`src/design/sem_pkg.sv`:
```
`default_nettype none

package sem_pkg;

    localparam int MAX_WIDTH  = 1024;
    localparam int MAX_HEIGHT = 4096;
    localparam int WINDOW     = 3;
    localparam int COEF_BITS  = 7;

    // Grey history: two full rows plus the three pixels of the window's edge.
    localparam int HIST      = 2 * MAX_WIDTH + 3;
    localparam int ADDR_BITS = $clog2(HIST);
    localparam int SUM_BITS  = ADDR_BITS + 2;

    // Register widths as seen on the configuration port.
    localparam int WIDTH_BITS  = 11;
    localparam int HEIGHT_BITS = 13;
    localparam int KERNEL_BITS = 63;
    localparam int CFG_IDX_BITS = 2;
    localparam int CFG_DATA_BITS = 63;

    localparam int COL_BITS = $clog2(MAX_WIDTH);
    localparam int ROW_BITS = $clog2(MAX_HEIGHT);

    localparam int TAPS      = WINDOW * WINDOW;
    localparam int STEP_BITS = $clog2(TAPS + 1);
    localparam int TAP_BITS  = $clog2(TAPS);

    localparam int PROD_BITS = COEF_BITS + 9;
    localparam int ACC_BITS  = PROD_BITS + 4;
    localparam int SQ_BITS   = 17;

    // floor(s/3) for s up to 765 as (s * 683) >> 11.
    localparam int GREY_RECIP = 683;
    localparam int GREY_SHIFT = 11;

    localparam logic [WIDTH_BITS-1:0]  RESET_WIDTH  = WIDTH_BITS'(640);
    localparam logic [HEIGHT_BITS-1:0] RESET_HEIGHT = HEIGHT_BITS'(480);

    localparam logic [CFG_IDX_BITS-1:0] CFG_IMAGE_WIDTH  = 2'd0;
    localparam logic [CFG_IDX_BITS-1:0] CFG_IMAGE_HEIGHT = 2'd1;
    localparam logic [CFG_IDX_BITS-1:0] CFG_KERNEL_X     = 2'd2;
    localparam logic [CFG_IDX_BITS-1:0] CFG_KERNEL_Y     = 2'd3;

    localparam logic KIND_PIXEL = 1'b0;
    localparam logic KIND_FLUSH = 1'b1;

    typedef struct packed {
        logic       kind;
        logic [7:0] red;
        logic [7:0] green;
        logic [7:0] blue;
    } t_in_item;

    typedef struct packed {
        logic [7:0] magnitude;
        logic       frame_end;
    } t_out_item;

    // Window row and column of a tap number, row-major.
    function automatic logic [1:0] tap_row(input logic [STEP_BITS-1:0] s);
        logic [1:0] r;
        if (s < STEP_BITS'(3)) begin
            r = 2'd0;
        end else if (s < STEP_BITS'(6)) begin
            r = 2'd1;
        end else begin
            r = 2'd2;
        end
        return r;
    endfunction

    function automatic logic [1:0] tap_col(input logic [STEP_BITS-1:0] s);
        logic [STEP_BITS-1:0] c;
        c = s - STEP_BITS'(3) * STEP_BITS'(tap_row(s));
        return c[1:0];
    endfunction

    function automatic logic signed [COEF_BITS-1:0] coef(
        input logic [KERNEL_BITS-1:0] packed_k,
        input logic [TAP_BITS-1:0]    k
    );
        return $signed(packed_k[k*COEF_BITS +: COEF_BITS]);
    endfunction

endpackage

`default_nettype wire

```
`src/design/sem_isqrt.sv`:
```
`default_nettype none

module sem_isqrt (
    input  wire logic                   i_clk,
    input  wire logic                   i_rst_n,
    input  wire logic                   i_start,
    input  wire logic [sem_pkg::SQ_BITS-1:0] i_value,
    output logic                        o_done,
    output logic [7:0]                  o_root
);

    import sem_pkg::*;

    logic               r_busy, n_busy;
    logic               r_done, n_done;
    logic [2:0]         r_idx, n_idx;
    logic [7:0]         r_root, n_root;
    logic [SQ_BITS-1:0] r_value, n_value;
    logic [7:0]         trial;
    logic [15:0]        trial_sq;

    // One result bit per cycle, most significant first. The root is capped
    // at 255 by construction: only eight bits are ever tried.
    always_comb begin
        n_busy  = r_busy;
        n_done  = 1'b0;
        n_idx   = r_idx;
        n_root  = r_root;
        n_value = r_value;
        trial    = r_root | (8'd1 << r_idx);
        trial_sq = {8'd0, trial} * {8'd0, trial};
        if (i_start) begin
            n_busy  = 1'b1;
            n_idx   = 3'd7;
            n_root  = 8'd0;
            n_value = i_value;
        end else if (r_busy) begin
            if ({1'b0, trial_sq} <= r_value) begin
                n_root = trial;
            end
            if (r_idx == 3'd0) begin
                n_busy = 1'b0;
                n_done = 1'b1;
            end else begin
                n_idx = r_idx - 3'd1;
            end
        end
    end

    always_ff @(posedge i_clk) begin
        if (!i_rst_n) begin
            r_busy <= 1'b0;
            r_done <= 1'b0;
        end else begin
            r_busy <= n_busy;
            r_done <= n_done;
        end
    end

    always_ff @(posedge i_clk) begin
        r_idx   <= n_idx;
        r_root  <= n_root;
        r_value <= n_value;
    end

    assign o_done = r_done;
    assign o_root = r_root;

endmodule

`default_nettype wire

```
`config.mk`:
```
export PLATFORM = sky130hd
export DESIGN_NAME = sem_isqrt
export DESIGN_NICKNAME = d
export VERILOG_FILES = /design/src/design/sem_pkg.sv /design/src/design/sem_isqrt.sv
export SDC_FILE = /design/constraint.sdc
export NUM_CORES = 1
export LEC_CHECK = 0
export BUFFER_PORTS_ARGS = -buffer_cell sky130_fd_sc_hd__buf_4
export CAP_MARGIN = 30
export CELL_PAD_IN_SITES_DETAIL_PLACEMENT = 0
export CELL_PAD_IN_SITES_GLOBAL_PLACEMENT = 1
export CORE_MARGIN = 4
export CORE_UTILIZATION = 45
export DETAILED_ROUTE_END_ITERATION = 8
export GPL_TIMING_DRIVEN = 0
export PLACE_DENSITY = 0.8
export SYNTH_ARGS = -nofsm -noshare
export SYNTH_HDL_FRONTEND = slang
export SYNTH_SLANG_ARGS = --single-unit
```
`constraint.sdc`:
```
create_clock -name i_clk -period 7.5 [get_ports i_clk]
set_input_delay 1.875 -clock i_clk [delete_from_list [all_inputs] [get_ports i_clk]]
set_output_delay 1.875 -clock i_clk [all_outputs]
set_load 0.02 [all_outputs]
```
Word-level counts from Yosys, hierarchy flattened
Index checks and enable logic that the tools add are counted.
Operators by class
  multiply operators: 1
  shift-type cells: 1
  add/sub/neg operators: 1
  mux-type cells: 4
  magnitude comparators: 1
  bitwise logic cells: 4
  reductions and logical operators: 4
Operators by type and width (count)
  16-bit by 17-bit <= comparator with 1-bit output: 1
  8-bit by 8-bit multiplier with 16-bit output: 1
  8-bit bitwise OR: 1
  1-bit by 3-bit left shift with 8-bit output (first input constant): 1
  1-bit two-way mux: 4
  2-bit AND reduction: 2
  3-bit logical NOT: 1
  1-bit inverter: 3
  3-bit OR reduction: 1
  3-bit by 1-bit subtractor with 3-bit output (second input constant): 1
Storage, ports and cells
  register bits after elaboration: 30
  input port bits: 20
  logic and storage cells: 21

Longest topological paths before layout
  depth after elaboration: 5
  depth in mapped cells: 24
  mapped depth without buffers: 24

Worst setup path after synthesis
No wires, ideal clock.
  kind: register to register
  from: register r_idx[0]
  to: register r_root[6], in the netlist o_root[6]
  arrival time: 5.749 ns
  slack: 1.637 ns
  cell stages (with the launch flop): 23
  library setup time: 0.115 ns
  path through: dfxtp_1 -> inv_1 -> ha_1 -> a21oi_1 -> or2_2 -> fa_1 -> inv_1 -> fa_1 -> fa_1 -> inv_1 -> fa_1 -> inv_1 -> ha_1 -> or3_4 -> nand2b_1 -> o2bb2ai_2 -> o211ai_1 -> ha_1 -> nand4b_4 -> or3_1 -> o22ai_1 -> o21ai_2 -> o21a_1
Between the ends
  longest elaborated chain between the ends: 5
RTL lines
  start, declared: RTL line sem_isqrt.sv:16  | logic [2:0] r_idx, n_idx;
  start signal, assigned: RTL line sem_isqrt.sv:61  | r_idx <= n_idx;
  1-bit by 3-bit left shift with 8-bit output *: RTL line sem_isqrt.sv:30  | trial = r_root | (8'd1 << r_idx);
  8-bit bitwise OR *: RTL line sem_isqrt.sv:30
  8-bit by 8-bit multiplier with 16-bit output: RTL line sem_isqrt.sv:31  | trial_sq = {8'd0, trial} * {8'd0, trial};
  16-bit by 17-bit <= comparator with 1-bit output: RTL line sem_isqrt.sv:38  | if ({1'b0, trial_sq} <= r_value) begin
  2-bit AND reduction (no line)
  end signal, assigned: RTL line sem_isqrt.sv:62  | r_root <= n_root;
  end, declared: RTL line sem_isqrt.sv:17  | logic [7:0] r_root, n_root;
Mark *: on every way between the ends. The rest lies on a longest branch, timed or not.
A chain may end at the register's enable or synchronous reset.

Worst setup path in the final report
  from: register r_idx[1]
  to: register r_root[2], in the netlist o_root[2]
Same word-level chain as after synthesis.

==> out/results.txt <==
buffers added on ports = 28
Core Rows = 30
maxcap violations = 0
synth cell count leaders = inv_1 (65), ha_1 (47), nor2_1 (37)
hold path depth = 1
Fill cells = 634
CP max stage cell = a21oi_1
DR WL/cell = 12.10 um
CP Capture Type = register
crit path DAT = 6.76 ns
most used cell, CP = fa_1
post-synth top area share = 0.1860
cell area after layout = 3573 um2
crit path kind = register to register
Synth Area per Inst = 9.272 um2
Multi-input gate area = 2113 um2
GPL Wtd Cong = 0.7674
run status = finished clean
sequential area share after synthesis = 0.2438
cell taking the most area after synthesis = ha_1
synth unique cells = 45
Yosys warning count = 0
placed cells = 465
nets = 468
cts repair resizes = 0
Core ar. = 6794 um2
Die W = 91.82 um
antenna violations before repair = 0
startpoint types = register
Slew headroom = 0.3540
cells along the critical path = inv_1 -> ha_1 -> a21oi_1 -> nor2_1 -> fa_1 -> fa_1 -> inv_1 -> fa_1 -> fa_1 -> inv_1 -> ha_1 -> o21a_1 -> o21ai_1 -> o21ba_2 -> a21oi_1 -> xnor2_1 -> ha_1 -> nand4b_4 -> or3_1 -> o22ai_1 -> o21ai_2 -> o21a_1
post-route clock skew = 0.006539 ns
hold_buf cts = 0
HPWL after DPL = 4735 um
Iteration-0 DRC Markers = 72
Syn Nets = 433
Post-DRT Antenna Nets = 0
layout cell share with drive strength beyond 1 = 0.1353
crit-path max FO = 9
synth-to-layout area growth = 13.02%
f_max = 151.8 MHz
die area = 8431 um2
Leakage Power = 0.001763 uW
detailed-route vias per instance = 4.896
first-pass GRT wire length = 10,210 um
Cell Area, Synth = 3162 um2
Total Wirelength = 5723 um
number of inserted diodes = 0
num ports = 29
Cell Count, Final, Fillers Out = 473
DR DRC count = 0
maximum VDD drop = 0.1364 mV
Final min period = 6.589 ns
CTS tree = done
required time of the critical path = 7.68 ns
Gate Count Post-Synth = 341
initial core utilization = 0.4654
vias in the first global route = 2,329
Clock transition at path regs = 0.07 ns
Post-CTS Setup Bufs = 0
power per cell area = 120.1 nW/um2
largest net degree at the start of global routing = 22
DR vias = 2,316
ratio of final minimum period to clock period = 0.8786
synth top area cells = ha_1 (19%), edfxtp_1 (16%), fa_1 (16%)
Worst Reg-to-Reg Cells = 22
asr flop ratio synth = 0
Register Area = 770.7 um2
H-tree levels = 2
post-synthesis register bit count = 30
most common cell in the netlist = inv_1
max-slew violation count = 0
CTS Buffer Depth = 2
clock latency on the worst-skew pair = 0.28 ns
worst hold path type = register to register
Die Ht = 91.82 um
GRT Overall Usage = 0.1484
biggest cell delay along the critical path = 0.73 ns
actual slew at the worst max-slew pin = 0.9690 ns
Congestion Overflow GR = 0
Inserted Clock Buffers = 5
Setup-failing EPs final = 0
RSZ-0062 raised after global routing = no
First-pass DRT Iterations = 4
TNS Setup = 0 ns
final hold vios = 0
CTS Sinks = 30
CTS root buf = clkbuf_8
EDFF count, synth = 17
Placed Area = 3492 um2
Main synth FF type = edfxtp_1
[final cells by class]
class                           count  share of cell area
Clock inverter                      2            0.002451
Inverter                           65             0.06828
Sequential cell                    30              0.2157
Tap cell                           96             0.03361
Timing Repair Buffer               28             0.05882
Buffer                              5            0.009454
Clock buffer                        6             0.02031
Multi-Input combinational cell    241              0.5914
[layer usage]
metal  vias to the layer above  share of wire  track usage
met5                         -              0            0
met4                         0          0.019      0.04703
met3                         8          0.031      0.02133
met2                        33           0.47       0.2477
met1                      1077           0.48       0.1984
li1                       1198              -            -
[through the flow]
stage / util / power, uW / hold WS, ns / worst slack (ns)
final: 0.5260 / 429.0 / 0.5239 / 0.9105
after global routing: 0.5260 / 458.6 / 0.5483 / 0.4532
after CTS: 0.5260 / 435.2 / 0.5252 / 0.8404
after detailed placement: 0.5140 / 312.5 / 0.5115 / 0.8949
after global placement: 0.5140 / 310.6 / 0.5069 / 0.8971
after floorplan: - / 280.1 / 0.4899 / 1.637
[worst max-delay path: cells and delay by family (launching register included)]
kind,cells,cell delay [ns]
buffers and inverters,3,0.20
adder cells (fa/ha/maj),7,3.05
AND/OR/NAND/NOR,3,0.71
flip-flops,1,0.38
AO/OA/AOI/OAI,8,2.05
XOR/XNOR,1,0.10
[where the power goes]
part	switching, uW	leakage (uW)	internal, uW
Combinational	67.2	0.00145	51.3
Clock	57.4	0.0000426	63.6
Sequential	4.76	0.000272	185
[path summary, 6_finish.rpt]
| path | from | end | slack (ns) |
|---|---|---|---|
| max | r_idx[1] | o_root[2] | 0.91 |
| min | o_root[3] | o_root[3] | 0.52 |
| max reg2reg | r_idx[1] | o_root[2] | 0.91 |
| min reg2reg | o_root[3] | o_root[3] | 0.52 |
[registers in the layout, summed over array words and instances (netlist names)]
register and cells:
o_root 8, r_busy 1, r_idx 3, r_value 17, o_done 1
[cell usage in the layout (no fill, tap or decap), types with 4 or more instances in the layout]
cell type / n
nand3_1: 6
clkbuf_8: 5
xnor2_1: 11
nand2_1: 13
dfxtp_1: 13
or2_2: 4
ha_1: 47
edfxtp_1: 17
a21oi_1: 17
o21ai_0: 5
fa_1: 25
nor2_1: 37
inv_1: 65
nor3_1: 15
o21a_1: 12
nand2b_1: 6
buf_4: 28
clkbuf_1: 4
[kinds of logic after synthesis]
| logic type | count (synthesis) | synth area share |
|---|---|---|
| buffers and inverters | 70 | 0.08785 |
| other | 2 | 0.002375 |
| and+or+nand+nor | 94 | 0.1464 |
| AOI/OAI and AO/OA | 59 | 0.1365 |
| xor gates and xnor gates | 14 | 0.03878 |
| DFF | 30 | 0.2438 |
| adders and majority gates | 72 | 0.3443 |
Power figures use the tool's default switching activity.
